--- src/lubr_pkg.sv ---
// Shared types and constants for the longest unique byte run core.
// No dependencies.
package lubr_pkg;

  localparam int BYTE_W       = 8;
  localparam int BYTE_VALUES  = 1 << BYTE_W;
  localparam int LEN_W        = 9;
  localparam int START_W      = 16;
  localparam int POS_BITS_DEF = 16;

  // One result item as it leaves the tracker.
  typedef struct packed {
    logic [START_W-1:0] best_start;
    logic [LEN_W-1:0]   best_length;
    logic               string_done;
    logic               overflow;
  } lubr_result_t;

endpackage

--- src/lubr_pos_mem.sv ---
// Last-position table: 256 entries, one write and one registered read a cycle.
// Forwards a write to the same entry that lands on the read edge. Uses lubr_pkg.
module lubr_pos_mem #(
  parameter int POSITION_BITS = lubr_pkg::POS_BITS_DEF
) (
  input  logic                       clk,
  input  logic                       rst_n,
  input  logic                       rd_en,
  input  logic [lubr_pkg::BYTE_W-1:0] rd_addr,
  output logic [POSITION_BITS-1:0]   rd_data,
  input  logic                       wr_en,
  input  logic [lubr_pkg::BYTE_W-1:0] wr_addr,
  input  logic [POSITION_BITS-1:0]   wr_data
);
  import lubr_pkg::*;

  logic [POSITION_BITS-1:0] mem [BYTE_VALUES];
  logic [POSITION_BITS-1:0] rd_q_r;
  logic [POSITION_BITS-1:0] fwd_data_r;
  logic                     fwd_hit_r;

  always_ff @(posedge clk) begin
    if (wr_en) begin
      mem[wr_addr] <= wr_data;
    end
    if (rd_en) begin
      rd_q_r     <= mem[rd_addr];
      fwd_data_r <= wr_data;
    end
  end

  // read-during-write returns old data; the bypass covers that case
  always_ff @(posedge clk) begin
    if (!rst_n) begin
      fwd_hit_r <= 1'b0;
    end else if (rd_en) begin
      fwd_hit_r <= wr_en && (wr_addr == rd_addr);
    end
  end

  assign rd_data = fwd_hit_r ? fwd_data_r : rd_q_r;

endmodule

--- src/lubr_track.sv ---
// Run tracker: seen flags, window start, position and best run.
// Computes one result per fired item and drives the table write. Uses lubr_pkg.
module lubr_track #(
  parameter int POSITION_BITS = lubr_pkg::POS_BITS_DEF
) (
  input  logic                        clk,
  input  logic                        rst_n,
  input  logic                        fire,
  input  logic [lubr_pkg::BYTE_W-1:0] byte_val,
  input  logic                        is_last,
  input  logic [POSITION_BITS-1:0]    rd_pos,
  output logic                        wr_en,
  output logic [lubr_pkg::BYTE_W-1:0] wr_addr,
  output logic [POSITION_BITS-1:0]    wr_data,
  output lubr_pkg::lubr_result_t      result
);
  import lubr_pkg::*;

  localparam int RunW   = (POSITION_BITS + 1 > LEN_W) ? POSITION_BITS + 1 : LEN_W;
  localparam int StartW = (POSITION_BITS > START_W) ? POSITION_BITS : START_W;

  logic [BYTE_VALUES-1:0]   seen_r;
  logic [POSITION_BITS-1:0] ws_r, ws_nxt;
  logic [POSITION_BITS:0]   pos_r;
  logic [LEN_W-1:0]         best_len_r, best_len_nxt;
  logic [POSITION_BITS-1:0] best_start_r, best_start_nxt;
  logic                     ovf_r;

  logic                     ovf_now;
  logic [POSITION_BITS-1:0] here;
  logic                     hit;
  logic [RunW-1:0]          run;
  logic                     better;
  logic [StartW-1:0]        start_ext;

  assign ovf_now = pos_r[POSITION_BITS];
  assign here    = pos_r[POSITION_BITS-1:0];
  assign hit     = seen_r[byte_val] && (rd_pos >= ws_r);
  assign ws_nxt  = hit ? rd_pos + POSITION_BITS'(1) : ws_r;
  assign run     = RunW'(here) - RunW'(ws_nxt) + RunW'(1);
  assign better  = run > RunW'(best_len_r);

  always_comb begin
    best_len_nxt   = best_len_r;
    best_start_nxt = best_start_r;
    if (!ovf_now && better) begin
      best_len_nxt   = run[LEN_W-1:0];
      best_start_nxt = ws_nxt;
    end
  end

  assign start_ext          = StartW'(best_start_nxt);
  assign result.best_start  = start_ext[START_W-1:0];
  assign result.best_length = best_len_nxt;
  assign result.string_done = is_last;
  assign result.overflow    = ovf_r || ovf_now;

  assign wr_en   = fire && !ovf_now;
  assign wr_addr = byte_val;
  assign wr_data = here;

  always_ff @(posedge clk) begin
    if (!rst_n) begin
      seen_r       <= '0;
      ws_r         <= '0;
      pos_r        <= '0;
      best_len_r   <= '0;
      best_start_r <= '0;
      ovf_r        <= 1'b0;
    end else if (fire) begin
      if (is_last) begin
        seen_r       <= '0;
        ws_r         <= '0;
        pos_r        <= '0;
        best_len_r   <= '0;
        best_start_r <= '0;
        ovf_r        <= 1'b0;
      end else if (ovf_now) begin
        ovf_r <= 1'b1;
      end else begin
        seen_r[byte_val] <= 1'b1;
        ws_r             <= ws_nxt;
        pos_r            <= pos_r + (POSITION_BITS + 1)'(1);
        best_len_r       <= best_len_nxt;
        best_start_r     <= best_start_nxt;
      end
    end
  end

endmodule

--- src/longest_unique_byte_run_core.sv ---
// Longest unique byte run core: takes a string one byte per item (in_is_last
// marks its final byte) and returns, for every byte, the start and length of
// the longest run so far in which no byte value repeats; of equally long runs
// the earliest is kept. Items flow at one per cycle while the output is not
// stalled: the input item's byte addresses the 256-entry last-position table at
// the accept edge, the update stage then updates window and best run from the
// registered read, and the closing edge of its firing cycle writes the table
// back and loads the output register, which drives out_valid. A byte repeated
// in the following item is served by a write bypass around the table, so
// repeats do not slow the stream. The seen flags are flip-flops cleared at
// reset and at the end of each string, so there is no clearing pass. A
// string longer than 2^POSITION_BITS bytes raises out_overflow, after which
// the best run fields are not valid until the string ends; out_best_start
// carries the low 16 bits of the position. Depends on lubr_pkg,
// lubr_pos_mem and lubr_track.
module longest_unique_byte_run_core #(
  parameter int POSITION_BITS = lubr_pkg::POS_BITS_DEF
) (
  input  logic                         clk,
  input  logic                         rst_n,
  input  logic                         in_valid,
  output logic                         in_stall,
  input  logic [lubr_pkg::BYTE_W-1:0]  in_byte_in,
  input  logic                         in_is_last,
  output logic                         out_valid,
  input  logic                         out_stall,
  output logic [lubr_pkg::START_W-1:0] out_best_start,
  output logic [lubr_pkg::LEN_W-1:0]   out_best_length,
  output logic                         out_string_done,
  output logic                         out_overflow
);
  import lubr_pkg::*;

  // update stage: item whose table read is in flight
  logic              s1_valid_r;
  logic [BYTE_W-1:0] s1_byte_r;
  logic              s1_last_r;

  // output register
  logic              out_valid_r;
  lubr_result_t      out_res_r;

  logic                     in_accept;
  logic                     s1_fire;
  logic [POSITION_BITS-1:0] rd_pos;
  logic                     wr_en;
  logic [BYTE_W-1:0]        wr_addr;
  logic [POSITION_BITS-1:0] wr_data;
  lubr_result_t             res;

  // update stage moves when the output register is free or being drained
  assign s1_fire   = s1_valid_r && (!out_valid_r || !out_stall);
  assign in_stall  = s1_valid_r && !s1_fire;
  assign in_accept = in_valid && !in_stall;

  lubr_pos_mem #(
    .POSITION_BITS(POSITION_BITS)
  ) u_mem (
    .clk     (clk),
    .rst_n   (rst_n),
    .rd_en   (in_accept),
    .rd_addr (in_byte_in),
    .rd_data (rd_pos),
    .wr_en   (wr_en),
    .wr_addr (wr_addr),
    .wr_data (wr_data)
  );

  lubr_track #(
    .POSITION_BITS(POSITION_BITS)
  ) u_track (
    .clk      (clk),
    .rst_n    (rst_n),
    .fire     (s1_fire),
    .byte_val (s1_byte_r),
    .is_last  (s1_last_r),
    .rd_pos   (rd_pos),
    .wr_en    (wr_en),
    .wr_addr  (wr_addr),
    .wr_data  (wr_data),
    .result   (res)
  );

  always_ff @(posedge clk) begin
    if (!rst_n) begin
      s1_valid_r <= 1'b0;
    end else if (in_accept) begin
      s1_valid_r <= 1'b1;
    end else if (s1_fire) begin
      s1_valid_r <= 1'b0;
    end
  end

  always_ff @(posedge clk) begin
    if (in_accept) begin
      s1_byte_r <= in_byte_in;
      s1_last_r <= in_is_last;
    end
  end

  always_ff @(posedge clk) begin
    if (!rst_n) begin
      out_valid_r <= 1'b0;
    end else if (s1_fire) begin
      out_valid_r <= 1'b1;
    end else if (!out_stall) begin
      out_valid_r <= 1'b0;
    end
  end

  always_ff @(posedge clk) begin
    if (s1_fire) begin
      out_res_r <= res;
    end
  end

  assign out_valid       = out_valid_r;
  assign out_best_start  = out_res_r.best_start;
  assign out_best_length = out_res_r.best_length;
  assign out_string_done = out_res_r.string_done;
  assign out_overflow    = out_res_r.overflow;

endmodule

--- config.mk ---
export PLATFORM = sky130hd
export DESIGN_NAME = longest_unique_byte_run_core
export DESIGN_NICKNAME = d
export VERILOG_FILES = /design/src/lubr_pkg.sv /design/src/lubr_pos_mem.sv /design/src/lubr_track.sv /design/src/longest_unique_byte_run_core.sv
export SDC_FILE = /design/constraint.sdc
export NUM_CORES = 2
export LEC_CHECK = 0
export BUFFER_PORTS_ARGS = -buffer_cell sky130_fd_sc_hd__buf_2
export CAP_MARGIN = 10
export CORE_ASPECT_RATIO = 2
export CORE_MARGIN = 4
export CORE_UTILIZATION = 40
export CTS_CLUSTER_DIAMETER = 60
export DETAILED_ROUTE_END_ITERATION = 8
export PLACE_DENSITY = 0.65
export SLEW_MARGIN = 20
export SYNTH_ARGS = -nofsm -noshare
export SYNTH_HDL_FRONTEND = slang
export SYNTH_SLANG_ARGS = --single-unit
--- constraint.sdc ---
create_clock -name clk -period 7.7 [get_ports clk]
set_input_delay 1.54 -clock clk [delete_from_list [all_inputs] [get_ports clk]]
set_output_delay 1.54 -clock clk [all_outputs]
set_load 0.05 [all_outputs]
==> results by group <==
Detailed routing
  – DRT iter0 DRCs: ~7,800
  – Via count: around 82,000
  – Vias/cell: ~5.7
  – Drt pass-1 iters: 6
  – Remaining DRCs: 0
  – Number of routed nets with antenna violations: 0
  – Routed WL: 445.3 mm
  – Avg WL per Cell: between 30 and 40 um

Critical path
  – Critical path launch point: u_mem.fwd_hit_r
  – Crit path kind: reg2reg
  – Crit Reg-Reg Endpoint: out_best_start[7]
  – Worst R2R Path Depth: 34
  – Slowest CP cell: a2111oi_1
  – CP Data Required Time: around 8500 ps
  – Critical path arrival: 8040 ps
  – Crit path capture: out_best_start[7]
  – CP startpoint kind: register
  – Worst setup EP type: register
  – Reg2reg start: u_mem.fwd_hit_r
  – Slowest stage delay, CP: about 470 ps
  – Largest fanout on the critical path: 21
  – Reg2reg setup slack: 420 ps

Cells and area
  – Nets: approximately 8,400
  – Multi-input logic area: 39,990 sq um
  – FILL cells: roughly 35,000
  – Layout cells sized above 1: a little under a third
  – Register area: approximately 130,000 sq um
  – P&R area growth vs syn: 12.67%
  – Design area: roughly 200,000 sq um

Synth
  – Mux cell area share after synthesis: 18.92%
  – Synth Area in Compound Gates: 1.405%
  – Synth Cell Area: ~170,000 sq um
  – Mapped Avg Cell Area: ~22 sq um
  – Synth Flop Type: edfxtp_1
  – Simple-Gate Fraction of Synth Area: 1.987%
  – Synth async-reset ratio: 0%
  – Number of synthesized register bits: roughly 4,500
  – Post-synth EDFFs: 4,164
  – YS warnings: 0
  – Largest family of logic cells by synthesized area: multiplexers
  – Seq/Total Area, Yosys: between 70% and 80%
  – Synth unique cells: 65
  – Post-Synth Adder-Cell Area: less than 1%
  – Xor/xnor cell area share of the yosys netlist: less than 1%
  – Syn nets: ~7,900
  – Cells after synthesis: approximately 7,900

Timing
  – Fin crit share: 94.60%
  – Max frequency: between 0.1 and 0.15 GHz
  – Fin crit period: between 7000 and 8000 ps
  – Hold Violations, Final: 0
  – Clock Skew: about 90 ps
  – Final TNS setup: 0 ps
  – Final hold slack: between 400 and 500 ps
  – Slew at the pin closest to its max-slew limit: approximately 1100 ps
  – Final worst slack: 415.4 ps
  – Worst slew margin: a little under a quarter
  – Final setup vio count: 0
  – Final Max Tran Viols: 0
  – RSZ-0062 raised after global routing: no

Clock network
  – Clock buffer depth: 4
  – CTS sink cnt: 4,482
  – Root Buffer: clkbuf_16
  – Clock-pin slew on the worst setup and hold paths: roughly 70 ps
  – Post-CTS Resized: 0
  – TritonCTS Buffers: between 300 and 400
  – Worst-Skew Late Latency: around 960 ps
  – CTS tree: yes
  – # hold bufs at CTS: 0
  – # Post-CTS Setup Buffers: 0
  – H-tree levels: 5

Run
  – Max-Cap Viols: 0

Place
  – Placer congestion estimate: ~0.84
  – Dpl cell area: 183,400 sq um
  – DP HPWL: between 200 and 300 mm
  – Port bufs: 41
  – DP Worst Slack: between 100 and 150 ps

Pwr
  – PD cells: 238.1 nW/um^2
  – P_leak: 51.66 nW
  – Post-layout power: about 46 mW
  – Peak supply drop: around 0.22 mV

Global routing
  – Grt ovf: 0
  – First-pass GRT wire length: ~640 mm
  – Overall routing resource usage: 19.83%
  – Vias in the first global route: 86,778
  – Met1 Track Usage GR: 21.11%
  – Pin count of the biggest net entering global routing: a little under 200
  – Gr busiest metal: met2
  – Grt met3 use: ~2.4%
  – GR Util met2: 37.81%
  – Initial antenna violation count: 29

Floorplan
  – Chip width: around 470 um
  – Die height: 939.0 um
  – Die area: about 440,000 sq um
  – I/O pins: 42
  – Core area: ~430,000 sq um
  – Initial Util: about 40%
  – Site row count: about 340

Worst hold path
  – Hold Crit Class: reg2reg

Outcome
  – Outcome: finished, final reports clean
==> per-layer routing <==
metal | part of all wire (%) | up-vias | wire length, um
met5 | 0.022 | - | 99
met4 | 6.0 | 16 | 26590
met3 | 4.8 | 841 | 21320
met2 | 57 | 2878 | 252200
met1 | 33 | 44719 | 145100
li1 | - | 33727 | -
==> stage by stage <==
stage | utilization, % | cells
floorplan | - | 7866
global route | 45.27 | 14281
detailed placement | 42.53 | 13605
CTS | 45.24 | 14252
global placement | 42.53 | 13605
finish | 45.28 | 14295
==> how the worst min path moves through the flow <==
stage | endpoint | slack (ps) | startpoint | depth (start not counted)
after floorplan | u_track.ovf_r | 430 | u_track.ovf_r | 2
after global placement | u_track.seen_r[123] | 440 | u_track.seen_r[123] | 2
after detailed placement | u_track.ovf_r | 450 | u_track.ovf_r | 2
after CTS | u_track.seen_r[182] | 470 | u_track.seen_r[182] | 2
after global routing | u_track.seen_r[152] | 490 | u_track.seen_r[152] | 2
final | u_track.best_start_r[1] | 460 | u_track.best_start_r[1] | 2
==> sequential cells by signal (all words and copies together) (netlist names), 9 cells and up <==
register              count
u_track.best_start_r     16
u_mem.rd_q_r             16
u_track.pos_r            17
out_best_length           9
u_mem.mem              4096
out_best_start           16
u_track.seen_r          256
u_track.ws_r             16
u_mem.fwd_data_r         16
u_track.best_len_r        9
==> cell families after synthesis <==
kind of cell,count (synthesis)
mux,1500
compound gates,423
simple gates,817
fa+ha+maj,52
flops,4482
xor+xnor,47
buf+inv,545
==> synth_stat cells (all sizes together), types with 8 or more instances <==
cell    number  area [sq um]
a21oi      289          1446
nand4       11         68.82
o21ai       24         120.1
a31oi       15         93.84
edfxtp    4164        125000
mux2        14         157.7
nand2b      12         75.07
inv         77         289.0
ha          51         638.1
nand3b      15         112.6
and3         9         56.30
nor2       589          2211
xnor2       27         236.5
mux2i       66         660.6
clkbuf     306          1149
o32ai       23         201.4
mux4      1420         31980
nor3        19         95.09
nor2b       14         87.58
dfxtp      318          6366
o211ai       8         60.06
nand2       75         281.5
buf        161         738.2
nand3       35         175.2
and2         8         50.05
xor2        20         175.2
==> area by class of cell <==
type / count / area share, %
flip-flops and latches: 4482 / 67.32
multi-input cells: 2839 / 20.48
clock buffers: 442 / 4.927
well taps: 5659 / 3.626
repair buffers: 548 / 2.395
clock inverters: 205 / 1.054
inverters: 78 / 0.1499
diodes: 42 / 0.05382
==> where the power goes <==
part / total [mW] / leakage (nW) / internal [mW] / switching (mW)
sequential: 26.3 / 33.6 / 26.3 / 0.0291
combinational: 1.52 / 12.4 / 0.591 / 0.924
clock: 18.7 / 5.70 / 10.2 / 8.47
==> placed cells by master, fill, tap and decap left out, types with 59 or more instances in the layout <==
| master | Yosys | layout |
|---|---|---|
| nand2_1 | 75 | 67 |
| clkinv_1 | 1 | 70 |
| clkbuf_1 | 306 | 65 |
| mux4_2 | 1420 | 1420 |
| dfxtp_1 | 318 | 302 |
| mux2i_1 | 66 | 65 |
| inv_1 | 77 | 77 |
| clkinv_2 | 0 | 59 |
| edfxtp_1 | 4164 | 4164 |
| buf_4 | 7 | 459 |
| nor2_1 | 589 | 537 |
| clkbuf_16 | 0 | 372 |
| a21oi_1 | 289 | 289 |
==> critical path: cells and delay by family (launching register included) <==
family / cells / cell delay [ps]
AO/OA/AOI/OAI: 10 / 1940
adder cells (fa/ha/maj): 5 / 1460
buffers and inverters: 8 / 1200
AND/OR/NAND/NOR: 7 / 1090
multiplexers: 3 / 860
flip-flops: 1 / 360
XOR/XNOR: 1 / 190
No activity file was read; power rests on OpenSTA's default activity.
